`src/design/assert_macros.svh`:
```
// Assertion helpers included by the stable_priority_queue RTL
`ifndef ASSERT_MACROS_SVH
`define ASSERT_MACROS_SVH

// Check a property on every clock edge outside reset
`define ASSERT_CLK(label, clk, rst_n, prop, msg) \
  label: assert property (@(posedge clk) disable iff (!rst_n) prop) else $error(msg);

// Check a property on every clock edge, reset included
`define ASSERT_ALWAYS(label, clk, prop, msg) \
  label: assert property (@(posedge clk) prop) else $error(msg);

`endif

```
`src/design/spq_pkg.sv`:
```
package spq_pkg;

  // Default sizes
  localparam int DEPTH_DEF    = 16;
  localparam int TAG_BITS_DEF = 32;

  // Field widths fixed by the interface
  localparam int PRIO_W   = 2;
  localparam int STATUS_W = 2;

  // Request kinds
  localparam logic REQ_ENQ = 1'b0;
  localparam logic REQ_DEQ = 1'b1;

  // Result status codes
  localparam logic [STATUS_W-1:0] ST_DONE  = 2'd0;
  localparam logic [STATUS_W-1:0] ST_FULL  = 2'd1;
  localparam logic [STATUS_W-1:0] ST_EMPTY = 2'd2;

  // Per-cycle command broadcast to every cell
  typedef struct packed {
    logic push;
    logic pop;
  } spq_ctrl_t;

endpackage

```
`src/design/spq_cell.sv`:
```
module spq_cell #(
  parameter int TAG_BITS = spq_pkg::TAG_BITS_DEF
) (
  input  logic                      clk,
  input  spq_pkg::spq_ctrl_t        ctrl,
  input  logic                      occ,
  input  logic [TAG_BITS-1:0]       new_tag,
  input  logic [spq_pkg::PRIO_W-1:0] new_prio,
  input  logic                      left_keep,
  input  logic [TAG_BITS-1:0]       left_tag,
  input  logic [spq_pkg::PRIO_W-1:0] left_prio,
  input  logic [TAG_BITS-1:0]       right_tag,
  input  logic [spq_pkg::PRIO_W-1:0] right_prio,
  output logic                      keep,
  output logic [TAG_BITS-1:0]       tag,
  output logic [spq_pkg::PRIO_W-1:0] prio
);

  logic [TAG_BITS-1:0]        tag_r, tag_nxt;
  logic [spq_pkg::PRIO_W-1:0] prio_r, prio_nxt;

  // Hold the entry when it ranks at or above the new one
  assign keep = occ && (prio_r <= new_prio);

  // Pick the next content: hold, insert, shift toward tail or toward head
  always_comb begin
    tag_nxt  = tag_r;
    prio_nxt = prio_r;
    if (ctrl.push && !keep) begin
      if (left_keep) begin
        tag_nxt  = new_tag;
        prio_nxt = new_prio;
      end else begin
        tag_nxt  = left_tag;
        prio_nxt = left_prio;
      end
    end else if (ctrl.pop) begin
      tag_nxt  = right_tag;
      prio_nxt = right_prio;
    end
  end

  always_ff @(posedge clk) begin
    tag_r  <= tag_nxt;
    prio_r <= prio_nxt;
  end

  assign tag  = tag_r;
  assign prio = prio_r;

endmodule

```
`src/design/stable_priority_queue.sv`:
```
// A result is registered and presented in the cycle after its request transaction.
// Throughput: one request per cycle while the output is not stalled; every cell updates in parallel.
// A request is taken while the output register is empty or being drained.
// Reset (synchronous, rst_n low) empties the queue and clears the output valid.
// Entry contents are not reset; only slots below the fill count are ever read.
module stable_priority_queue #(
  parameter int DEPTH    = spq_pkg::DEPTH_DEF,
  parameter int TAG_BITS = spq_pkg::TAG_BITS_DEF,
  localparam int CNT_W      = $clog2(DEPTH + 1),
  localparam int IN_W       = TAG_BITS + spq_pkg::PRIO_W,
  localparam int IN_TDATA_W = ((IN_W + 7) / 8) * 8,
  localparam int OUT_W      = TAG_BITS + spq_pkg::PRIO_W + CNT_W,
  localparam int OUT_TDATA_W = ((OUT_W + 7) / 8) * 8
) (
  input  logic                         clk,
  input  logic                         rst_n,
  input  logic                         in_tvalid,
  output logic                         in_tready,
  input  logic [IN_TDATA_W-1:0]        in_tdata,   // item_tag, item_priority, zero fill
  input  logic                         in_tuser,   // req_type
  output logic                         out_tvalid,
  input  logic                         out_tready,
  output logic [OUT_TDATA_W-1:0]       out_tdata,  // out_tag, out_priority, occupancy, zero fill
  output logic [spq_pkg::STATUS_W-1:0] out_tuser   // status
);

  localparam int PW = spq_pkg::PRIO_W;

  logic                in_fire;
  logic [TAG_BITS-1:0] req_tag;
  logic [PW-1:0]       req_prio;
  logic                full, empty;
  spq_pkg::spq_ctrl_t  ctrl;

  logic [CNT_W-1:0] count_r, count_nxt;

  logic [DEPTH-1:0]    occ, keep;
  logic [TAG_BITS-1:0] cell_tag  [DEPTH];
  logic [PW-1:0]       cell_prio [DEPTH];

  logic                         out_valid_r, out_valid_nxt;
  logic [spq_pkg::STATUS_W-1:0] out_status_r, out_status_nxt;
  logic [TAG_BITS-1:0]          out_tag_r, out_tag_nxt;
  logic [PW-1:0]                out_prio_r, out_prio_nxt;
  logic [CNT_W-1:0]             out_occ_r;

  // Take a request while the output slot is free or draining
  assign in_tready = !out_valid_r || out_tready;
  assign in_fire   = in_tvalid && in_tready;
  assign req_tag   = in_tdata[TAG_BITS-1:0];
  assign req_prio  = in_tdata[IN_W-1:TAG_BITS];

  assign full  = (count_r == CNT_W'(DEPTH));
  assign empty = (count_r == '0);

  // Broadcast the command to the cells
  always_comb begin
    ctrl.push = in_fire && (in_tuser == spq_pkg::REQ_ENQ) && !full;
    ctrl.pop  = in_fire && (in_tuser == spq_pkg::REQ_DEQ) && !empty;
  end

  // Advance the fill count
  always_comb begin
    count_nxt = count_r;
    if (ctrl.push) begin
      count_nxt = count_r + CNT_W'(1);
    end else if (ctrl.pop) begin
      count_nxt = count_r - CNT_W'(1);
    end
  end

  always_ff @(posedge clk) begin
    if (!rst_n) begin
      count_r <= '0;
    end else begin
      count_r <= count_nxt;
    end
  end

  // Build the row of cells
  for (genvar i = 0; i < DEPTH; i++) begin : g_cell
    logic                lk;
    logic [TAG_BITS-1:0] lt, rt;
    logic [PW-1:0]       lp, rp;

    assign occ[i] = (CNT_W'(i) < count_r);

    if (i == 0) begin : g_head
      assign lk = 1'b1;
      assign lt = req_tag;
      assign lp = req_prio;
    end else begin : g_mid
      assign lk = keep[i-1];
      assign lt = cell_tag[i-1];
      assign lp = cell_prio[i-1];
    end

    if (i == DEPTH - 1) begin : g_tail
      assign rt = cell_tag[i];
      assign rp = cell_prio[i];
    end else begin : g_body
      assign rt = cell_tag[i+1];
      assign rp = cell_prio[i+1];
    end

    spq_cell #(
      .TAG_BITS(TAG_BITS)
    ) u_cell (
      .clk       (clk),
      .ctrl      (ctrl),
      .occ       (occ[i]),
      .new_tag   (req_tag),
      .new_prio  (req_prio),
      .left_keep (lk),
      .left_tag  (lt),
      .left_prio (lp),
      .right_tag (rt),
      .right_prio(rp),
      .keep      (keep[i]),
      .tag       (cell_tag[i]),
      .prio      (cell_prio[i])
    );
  end

  // Form the result of the accepted request
  always_comb begin
    out_status_nxt = spq_pkg::ST_DONE;
    out_tag_nxt    = '0;
    out_prio_nxt   = '0;
    if (in_tuser == spq_pkg::REQ_ENQ) begin
      if (full) begin
        out_status_nxt = spq_pkg::ST_FULL;
      end
    end else if (empty) begin
      out_status_nxt = spq_pkg::ST_EMPTY;
    end else begin
      out_tag_nxt  = cell_tag[0];
      out_prio_nxt = cell_prio[0];
    end
  end

  // Hold the output until the transaction completes
  always_comb begin
    out_valid_nxt = out_valid_r;
    if (in_fire) begin
      out_valid_nxt = 1'b1;
    end else if (out_tready) begin
      out_valid_nxt = 1'b0;
    end
  end

  always_ff @(posedge clk) begin
    if (!rst_n) begin
      out_valid_r <= 1'b0;
    end else begin
      out_valid_r <= out_valid_nxt;
    end
  end

  always_ff @(posedge clk) begin
    if (in_fire) begin
      out_status_r <= out_status_nxt;
      out_tag_r    <= out_tag_nxt;
      out_prio_r   <= out_prio_nxt;
      out_occ_r    <= count_nxt;
    end
  end

  assign out_tvalid = out_valid_r;
  assign out_tuser  = out_status_r;
  assign out_tdata  = OUT_TDATA_W'({out_occ_r, out_prio_r, out_tag_r});

  `include "assert_macros.svh"

  `ASSERT_CLK(a_count_bound, clk, rst_n, count_r <= CNT_W'(DEPTH), "fill count above depth")
  `ASSERT_CLK(a_push_grows, clk, rst_n, ctrl.push |=> count_r == $past(count_r) + CNT_W'(1), "push did not grow the queue")
  `ASSERT_CLK(a_occ_match, clk, rst_n, in_fire |=> out_occ_r == count_r, "reported occupancy differs from fill count")
  `ASSERT_CLK(a_full_occ, clk, rst_n, (out_valid_r && out_status_r == spq_pkg::ST_FULL) |-> out_occ_r == CNT_W'(DEPTH), "full drop without full occupancy")
  `ASSERT_CLK(a_keep_sorted, clk, rst_n, ((keep >> 1) & ~keep) == '0, "cell keep flags not contiguous from head")

endmodule

```
`config.mk`:
```
export PLATFORM = sky130hd
export DESIGN_NAME = stable_priority_queue
export DESIGN_NICKNAME = d
export VERILOG_FILES = /design/src/design/spq_pkg.sv /design/src/design/spq_cell.sv /design/src/design/stable_priority_queue.sv
export VERILOG_INCLUDE_DIRS = /design/src /design/src/design
export SDC_FILE = /design/constraint.sdc
export NUM_CORES = 1
export LEC_CHECK = 0
export ABC_AREA = 1
export BUFFER_PORTS_ARGS = -buffer_cell sky130_fd_sc_hd__clkbuf_2
export CAP_MARGIN = 25
export CORE_MARGIN = 2
export CORE_UTILIZATION = 35
export DETAILED_ROUTE_END_ITERATION = 8
export GPL_ROUTABILITY_DRIVEN = 0
export PLACE_DENSITY_LB_ADDON = 0.3
export SETUP_SLACK_MARGIN = 0.3
export SLEW_MARGIN = 20
export SYNTH_ARGS = -nofsm -noshare
export SYNTH_HDL_FRONTEND = slang
export SYNTH_SLANG_ARGS = --single-unit
```
`constraint.sdc`:
```
create_clock -name clk -period 6.8 [get_ports clk]
set_input_delay 0.68 -clock clk [delete_from_list [all_inputs] [get_ports clk]]
set_output_delay 0.68 -clock clk [all_outputs]
set_load 0.01 [all_outputs]
```
==> impl_metrics.ini, run 1 <==
[yosys]
synth_fa_ha_area_frac = 0.0143
syn_nets = 3940
synthTopCellsByCount = 1952 x nand2_1, 585 x edfxtp_1, 419 x o21ai_0
synth-edff-count = 585
synth_top_family_by_area = simple AND/OR/NAND/NOR gates
async_flop_share = 0
synth-warning-count = 0
avgSynthCellArea_sq_um = 8.14
ys_ff_latch = 591
yosysMostFrequentCell = nand2_1
synth_top_area_share = 0.559
synth_top_area_cell = edfxtp_1
synthMuxAreaShare = 0
synth-compound-area-share = 0.0747
yosys.area_share.simple = 0.282
ys_seq_area_frac = 0.563
synthCells = 3859
synth_ff_type = edfxtp_1
ys_types = 29
syn_area_sq_um = 31400
synthTopCellsByArea = edfxtp_1 56%, nand2_1 23%, o21ai_0 6.7%
synthXorXnorAreaFrac = 0.000557

[sta]
fin_skew_ns = 0.0230
max_freq_mhz = 252
worst_slack_ns = 2.82
post-route-min-period_ns = 3.98
drv_slew = 0
final.setup.tns_ns = 0
rsz0062_at_grt = no
fin_crit_sh = 0.585
maxSlewHeadroom = 0.423
worst_pin_slew_ns = 0.864
hold_violations = 0
setup_viol = 0

[die]
die_area_sq_um = 92200
core_region_area_sq_um = 88600
ios = 89
initial_utilization = 0.355
die_x_microns = 304
rows = 109
die_y_microns = 304

[critical_path]
crit_type = register to register
required_ns = 7.15
reg2reg_from = count_r[4]
startpoint = count_r[4]
worstSetupEndpointType = register
reg2reg_to = g_cell[1].u_cell.tag[7]
critPathMaxFanout = 36
rrSetupSlack_ns = 2.82
cp.arrival_ns = 4.32
rr_worst_depth = 9
crit_path_start_kind = register

[global_routing]
grt_max_degree = 70
antenna_found_initial = 2
grt_usage = 0.155
grt-ovfl-total = 0
grt_pass1_wl_microns = 120000
grt_pass1_vias = 22500

[route]
viasPerCell = 4.57
ant_nets = 0
drt_wl_total_microns = 71800
drtPass1Iterations = 5
drc = 0
drtIter0Drc = 1941
vias = 23000
wire_per_inst_microns = 14.3

[cts]
cts_tree = yes
clkLatencyLatePin_ns = 0.61
cts_root_buf = clkbuf_16
clock_sinks = 591
h-tree-depth = 3
path_clk_slew_ns = 0.06
cts_resized = 0
clock_path_buffers = 3
post_cts_buffers = 0
hold_buffers = 0
cts_made_buffers = 67

[power]
power_density_nw_per_um2 = 313
peakVddDrop_mv = 0.149
leakagePower_nw = 16.0

[place]
place_ws_ns = 2.21
hpwl_microns = 52100
io_buffers = 81

[cells_and_area]
fin_nets = 3888
syn_to_final_growth_pct = 10.4
drive_above_1_share = 0.0674

[min_path]
hold_depth = 3
min_from = in_tvalid
worstHoldPathType = input pin to register
min_to = out_tvalid

[outcome]
outcome = finished clean

[job]
maxCapViolations = 0
==> worst max-delay path by stage <==
stage	slack, ns	end
after floorplan	2.83	g_cell[12].u_cell.prio[0]
after global placement	2.25	g_cell[1].u_cell.tag[17]
after detailed placement	2.21	g_cell[1].u_cell.tag[18]
after CTS	2.76	g_cell[1].u_cell.tag[6]
after global routing	2.34	g_cell[1].u_cell.tag[21]
final	2.82	g_cell[1].u_cell.tag[7]
==> cells by family after synthesis <==
kind of cell             count (synthesis)
AND/OR/NAND/NOR                       2252
flip-flops                             591
buffers and inverters                  510
AO/OA/AOI/OAI                          467
adder cells (fa/ha/maj)                 36
XOR/XNOR                                 2
other                                    1
==> registers in the layout (all words and copies together), names as in the netlist <==
| register | cells |
|---|---|
| g_cell.u_cell.tag | 512 |
| out_tuser | 2 |
| out_tag_r | 32 |
| out_tvalid | 1 |
| out_occ_r | 5 |
| count_r | 5 |
| out_prio_r | 2 |
| g_cell.u_cell.prio | 32 |
==> critical path: stages, from the launching register on <==
cell and delay [ns]:
dfxtp_1 0.61, nor2_4 0.12, nand2_1 0.21, inv_2 0.06, nand2_2 0.52, nand3_2 0.68, nand2_2 0.79, inv_2 0.45
nand2_1 0.17, nand2_1 0.06
==> routing by layer <==
metal | GRT usage | wire length [microns]
met1 | 0.223 | 36000
met4 | 0.0470 | 1410
met5 | 0 | 0
met2 | 0.242 | 31200
met3 | 0.0217 | 3250
==> layout make-up <==
cell class,instances,area (sq um)
Antenna cell,2,5.00
Clock buffer,94,1860
Clock inverter,25,176
Fill cell,9159,53900
Inverter,262,983
Multi-Input combinational cell,2758,11700
Sequential cell,591,17700
Tap cell,1165,1460
Timing Repair Buffer,127,791
==> layout by cell type (no fill, tap or decap), types with 36 or more instances in the layout <==
cell type / synthesis / routed
nand2_1: 1952 / 1942
inv_1: 244 / 244
ha_1: 36 / 36
o21ai_0: 419 / 419
buf_4: 10 / 43
clkbuf_2: 0 / 81
nand3_1: 115 / 114
o21ai_1: 39 / 37
clkbuf_16: 0 / 70
edfxtp_1: 585 / 585
nor2_1: 95 / 95
nand4_1: 70 / 70
==> report_power, final <==
| part | leakage, nW | switching [mW] | internal (mW) | total, mW |
|---|---|---|---|---|
| clock network | 0.993 | 1.45 | 1.95 | 3.40 |
| registers | 5.60 | 0.283 | 4.84 | 5.13 |
| logic | 9.40 | 1.62 | 0.721 | 2.34 |
==> through the flow <==
step	cell area [sq um]	util	total power [mW]	std cells	hold slack, ns
final	34700	0.392	10.9	5024	0.411
after global placement	32600	0.368	7.49	4900	0.496
after detailed placement	32600	0.368	7.54	4900	0.500
after global routing	34700	0.392	11.6	5024	0.417
after CTS	34600	0.391	11.0	5019	0.378
after floorplan	31400	-	6.92	3859	0.494
Power figures use the tool's default switching activity.
==> run 2, diff against run 1 <==
==> constraint.sdc (replaced) <==
create_clock -name clk -period 4 [get_ports clk]
set_input_delay 0.4 -clock clk [delete_from_list [all_inputs] [get_ports clk]]
set_output_delay 0.4 -clock clk [all_outputs]
set_load 0.01 [all_outputs]
==> run 2 against run 1 <==
Effect of this change: die area unchanged; sequential power rose by 70%; register-to-register slack got worse by 1.8 ns; via count rose by 0.58%; worst hold slack got worse by 0.30 ns; maximum frequency up 33%; clock power increased by 68%; cell area increased by 0.39%; wire length fell by 0.59%; cell count up 0.22%; total power is 70% higher; critical endpoint is now g_cell[12].u_cell.tag[19]; largest power group unchanged.
==> impl_metrics.ini, run 2 (synthesized netlist as in run 1, its figures left out) <==
[outcome]
outcome = finished clean

[sta]
rsz0062_at_grt = no
setup_viol = 0
maxSlewHeadroom = 0.413
drv_slew = 0
max_freq_mhz = 335
fin_crit_sh = 0.745
hold_violations = 0
post-route-min-period_ns = 2.98
whs_ns = 0.114
final.setup.tns_ns = 0
worst_pin_slew_ns = 0.878
fin_skew_ns = 0.0270

[route]
drt_wl_total_microns = 71400
ant_nets = 0
drtPass1Iterations = 5
drc = 0
viasPerCell = 4.59
drtIter0Drc = 1813
wire_per_inst_microns = 14.2
vias = 23100

[power]
peakVddDrop_mv = 0.189
power_density_nw_per_um2 = 529
leakagePower_nw = 16.1

[cells_and_area]
mostFrequentLayoutCells = 1942 x nand2_1, 585 x edfxtp_1, 419 x o21ai_0
drive_above_1_share = 0.0719
fin_nets = 3903
syn_to_final_growth_pct = 10.9
largest_reg_flops = 512
layout_commonest_cell = nand2_1
fillers = 9179
postLayoutCoreUtil = 0.393

[cts]
path_clk_slew_ns = 0.06
clkLatencyLatePin_ns = 0.61
hold_buffers = 0
cts_made_buffers = 68
clock_path_buffers = 3
clock_sinks = 591
h-tree-depth = 3
cts_root_buf = clkbuf_16
post_cts_buffers = 0
cts_resized = 0
cts_tree = yes

[global_routing]
grt_usage = 0.156
antenna_found_initial = 2
grt_max_degree = 69
grt_pass1_vias = 22500
grt-ovfl-total = 0
grt_pass1_wl_microns = 120000

[place]
io_buffers = 81
hpwl_microns = 53000

[critical_path]
worstSetupEndpointType = register
cp.arrival_ns = 3.33
critPathMaxFanout = 36
crit_path_start_kind = register
crit_type = register to register
required_ns = 4.35

[min_path]
worstHoldPathType = input pin to register

[die]
initial_utilization = 0.355
ios = 89
rows = 109
core_region_area_sq_um = 88600
die_area_sq_um = 92200
die_x_microns = 304
die_y_microns = 304

[job]
maxCapViolations = 0
-- run 2: cell types whose count changed in the layout (fill, tap and decap cells not counted), moves of 4 or more --
| cell | change |
|---|---|
| clkbuf_1 | -7 |
| buf_12 | +4 |
| clkinv_2 | +5 |
| buf_4 | +10 |
-- run 2: through the flow --
step                setup slack [ns]  area (sq um)  instances  power, mW
floorplan                      0.314         31400       3859       11.8
global placement               0.758         32800       4915       12.8
detailed placement             0.708         32800       4915       12.9
CTS                            0.992         34800       5031       18.7
global route                   0.761         34800       5035       19.7
finish                          1.02         34800       5035       18.4
-- run 2: area by class of cell --
class	count	area [sq um]	share of cell area
flip-flops and latches	591	17700	0.508
repair buffers	141	958	0.0275
diodes	2	5.00	0.000144
clock inverters	29	163	0.00467
multi-input cells	2758	11700	0.337
clock buffers	87	1850	0.0530
well taps	1165	1460	0.0418
inverters	262	983	0.0282
-- run 2: worst max-delay path, cell delays in order, from the launching register on --
cell	delay, ns
dfxtp_1	0.64
inv_1	0.24
nand2_1	0.38
buf_4	0.38
nand3_2	0.15
nand2_4	0.34
inv_2	0.33
nand2_1	0.16
nand2_1	0.07
-- run 2: worst paths after layout --
path / start / to / slack, ns / cells after the start
worst max-delay path: count_r[4] / g_cell[12].u_cell.tag[19] / 1.02 / 8
worst min-delay path: rst_n / count_r[0] / 0.11 / 3
worst max register to register: count_r[4] / g_cell[12].u_cell.tag[19] / 1.02 / 8
worst min register to register: g_cell[15].u_cell.tag[28] / g_cell[14].u_cell.tag[28] / 0.51 / 2
-- run 2: where the power goes --
part / switching [mW] / internal (mW) / total (mW) / leakage, nW
Combinational: 2.74 / 1.27 / 4.01 / 9.48
Clock: 2.45 / 3.25 / 5.70 / 0.989
Sequential: 0.489 / 8.24 / 8.73 / 5.60
-- run 2: per-layer routing --
layer | vias to the layer above | global-route usage | wire (microns)
met5 | - | 0 | 0
met4 | 0 | 0.0427 | 1280
met3 | 80 | 0.0211 | 3230
met2 | 484 | 0.250 | 31300
met1 | 10100 | 0.220 | 35600
li1 | 12400 | - | -
==> run 3, diff against run 2 <==
--- a/config.mk
+++ b/config.mk
@@ -6,7 +6,7 @@
 export SDC_FILE = /design/constraint.sdc
 export NUM_CORES = 1
 export LEC_CHECK = 0
-export ABC_AREA = 1
+export ABC_AREA = 0
 export BUFFER_PORTS_ARGS = -buffer_cell sky130_fd_sc_hd__clkbuf_2
 export CAP_MARGIN = 25
 export CORE_MARGIN = 2
==> constraint.sdc (replaced) <==
create_clock -name clk -period 2.6 [get_ports clk]
set_input_delay 0.26 -clock clk [delete_from_list [all_inputs] [get_ports clk]]
set_output_delay 0.26 -clock clk [all_outputs]
set_load 0.01 [all_outputs]
==> run 3 against run 2 <==
Effect of this change: setup slack worse by 0.68 ns; maximum frequency rose by 32%; global-route usage is 0.32 points lower; worst hold slack better by 0.029 ns; first-iteration DRC count decreased by 13%; wire length is 2.4% lower; synthesized cell count shrank 32%; combinational power up 140%; non-clock buffer count is 19 higher; via count decreased by 16%; critical path depth down 1; critical endpoint is now g_cell[12].u_cell.tag[16]; largest power group unchanged.
==> impl_metrics.ini, run 3 <==
[yosys]
synth-warning-count = 0
synthTopCellsByCount = 585 x edfxtp_1, 483 x nor2_1, 412 x a21oi_1
avgSynthCellArea_sq_um = 11.5
synthCells = 2610
yosysMostFrequentCell = edfxtp_1
ys_types = 44
syn_area_sq_um = 30000
synth_ff_type = edfxtp_1
syn_nets = 2691
async_flop_share = 0
synth_top_area_cell = edfxtp_1
ys_seq_area_frac = 0.590
synthTopCellsByArea = edfxtp_1 59%, mux2i_1 14%, a21oi_1 6.9%
synth_top_area_share = 0.586
ys_ff_latch = 591
synth-edff-count = 585

[route]
viasPerCell = 5.05
drc = 0
drt_wl_total_microns = 69700
wire_per_inst_microns = 18.2
vias = 19300
drtIter0Drc = 1580
ant_nets = 0
drtPass1Iterations = 6

[cells_and_area]
syn_to_final_growth_pct = 14.5
regArea_sq_um = 17700
fillers = 7975
drive_above_1_share = 0.127
fin_nets = 2712
layout_commonest_cell = edfxtp_1
multi_input_area_sq_um = 11600
largest_reg_flops = 512
postLayoutCoreUtil = 0.404
instances_no_fill = 3824
mostFrequentLayoutCells = 585 x edfxtp_1, 483 x nor2_1, 410 x a21oi_1

[die]
die_area_sq_um = 88100
die_y_microns = 297
initial_utilization = 0.353
core_region_area_sq_um = 85000
ios = 89
die_x_microns = 297
rows = 107

[sta]
rsz0062_at_grt = yes
fin_crit_sh = 0.869
max_freq_mhz = 443
worst_pin_slew_ns = 0.586
worst_slack_ns = 0.341
maxSlewHeadroom = 0.609
fin_skew_ns = 0.0188
drv_slew = 0
hold_violations = 0
final.setup.tns_ns = 0
setup_viol = 0
post-route-min-period_ns = 2.26

[power]
power_density_nw_per_um2 = 954
p_int_mw = 22.2
power_frac_clock = 0.250
sw_frac_of_total = 0.321
seq_power_share = 0.454
leakagePower_nw = 14.5
pwr-share-comb = 0.296
peakVddDrop_mv = 0.523
switching_power_mw = 10.5

[cts]
cts_root_buf = clkbuf_16
clkLatencyLatePin_ns = 0.64
path_clk_slew_ns = 0.06
cts_made_buffers = 58
clock_path_buffers = 3
cts_tree = yes
clock_sinks = 591
h-tree-depth = 2

[critical_path]
required_ns = 2.97
crit_type = register to register
cp.arrival_ns = 2.63
crit_path_start_kind = register
worstSetupEndpointType = register
critPathMaxFanout = 30

[global_routing]
grt_usage = 0.152
grt_pass1_vias = 19200
grt-ovfl-total = 0
antenna_found_initial = 5
grt_max_degree = 69
grt_pass1_wl_microns = 110000

[place]
hpwl_microns = 46800
io_buffers = 81
place_inst = 3697
place_ws_ns = 0.0502

[outcome]
outcome = finished clean

[job]
maxCapViolations = 0

[min_path]
worstHoldPathType = input pin to register
run 3: cell count changes in the layout (fill, tap and decap cells not counted), sizes merged, moves of 16 or more:
| cell | previous run | this run |
|---|---|---|
| nand4 | 70 | 1 |
| nand3 | 119 | 1 |
| a31oi | 0 | 69 |
| mux2i | 0 | 409 |
| and3 | 0 | 34 |
| nand2b | 0 | 22 |
| nor2b | 0 | 16 |
| a21oi | 5 | 427 |
| mux2 | 0 | 67 |
| nand2 | 1963 | 181 |
| o21ai | 458 | 23 |
| nor2 | 98 | 483 |
| inv | 261 | 23 |
run 3: power groups by stage:
stage	sequential (mW)	combinational, mW	clock [mW]
2_1_floorplan	14.7	6.98	0
3_3_place_gp	14.9	9.18	0
3_5_place_dp	15.1	9.39	0
4_1_cts	14.9	9.62	8.41
5_1_grt	15.1	10.7	8.75
6_report	14.9	9.68	8.19
run 3: stage by stage:
stage | power, mW | hold slack, ns | instance area [sq um]
finish | 32.8 | 0.143 | 34400
CTS | 32.9 | 0.0818 | 34200
detailed placement | 24.5 | 0.550 | 32200
global placement | 24.1 | 0.542 | 32200
global route | 34.6 | 0.160 | 34300
floorplan | 21.6 | 0.382 | 30200
run 3: worst paths after layout:
kind	start	slack, ns	end	cells after the start
worst min-delay path	out_tready	0.14	out_tvalid	3
worst max register to register	count_r[1]	0.34	g_cell[12].u_cell.tag[16]	7
worst min register to register	g_cell[1].u_cell.tag[7]	0.57	g_cell[0].u_cell.tag[7]	1
worst max-delay path	count_r[1]	0.34	g_cell[12].u_cell.tag[16]	7
run 3: repair_timing:
| action | 4_1_cts | 5_1_grt |
|---|---|---|
| setup buffers | 0 | 5 |
| pin swaps | 0 | 1 |
| gates cloned | 7 | 4 |
| endpoints found under the hold margin | 6 | 0 |
| hold buffers | 2 | 0 |
| resized for setup | 10 | 16 |
| endpoints found under the setup margin | 344 | 436 |
run 3: layout make-up:
type                       count  area share
antenna                        1   0.0000728
multi-input combinational   1797       0.338
tap                         1144      0.0417
clock inverter                39     0.00889
clock buffer                  69      0.0435
inverter                      23     0.00262
timing repair buffer         160      0.0499
sequential                   591       0.515
run 3: cell families after synthesis:
kind of cell               Yosys count  share of synthesized area
DFF                                591                      0.590
other                                1                   0.000125
AOI/OAI and AO/OA                  527                     0.0938
adders and majority gates           36                     0.0150
xor gates and xnor gates             4                    0.00117
and+or+nand+nor                    748                      0.103
buffers and inverters              227                     0.0362
muxes                              476                      0.162
run 3: per-layer routing:
layer | part of all wire | wire (microns) | vias to the layer above | global-route usage
li1 | - | - | 9550 | -
met5 | 0.00065 | 45 | - | 0
met1 | 0.46 | 32400 | 9217 | 0.209
met3 | 0.045 | 3170 | 93 | 0.0231
met4 | 0.023 | 1570 | 8 | 0.0375
met2 | 0.47 | 32500 | 435 | 0.253
run 3: critical path, stage by stage (launching register included):
cell       delay [ns]
dfxtp_1          0.31
inv_1            0.18
ha_4             0.20
or4b_4           0.51
nand4_4          0.22
clkbuf_16        0.24
nand2b_4         0.10
buf_12           0.18
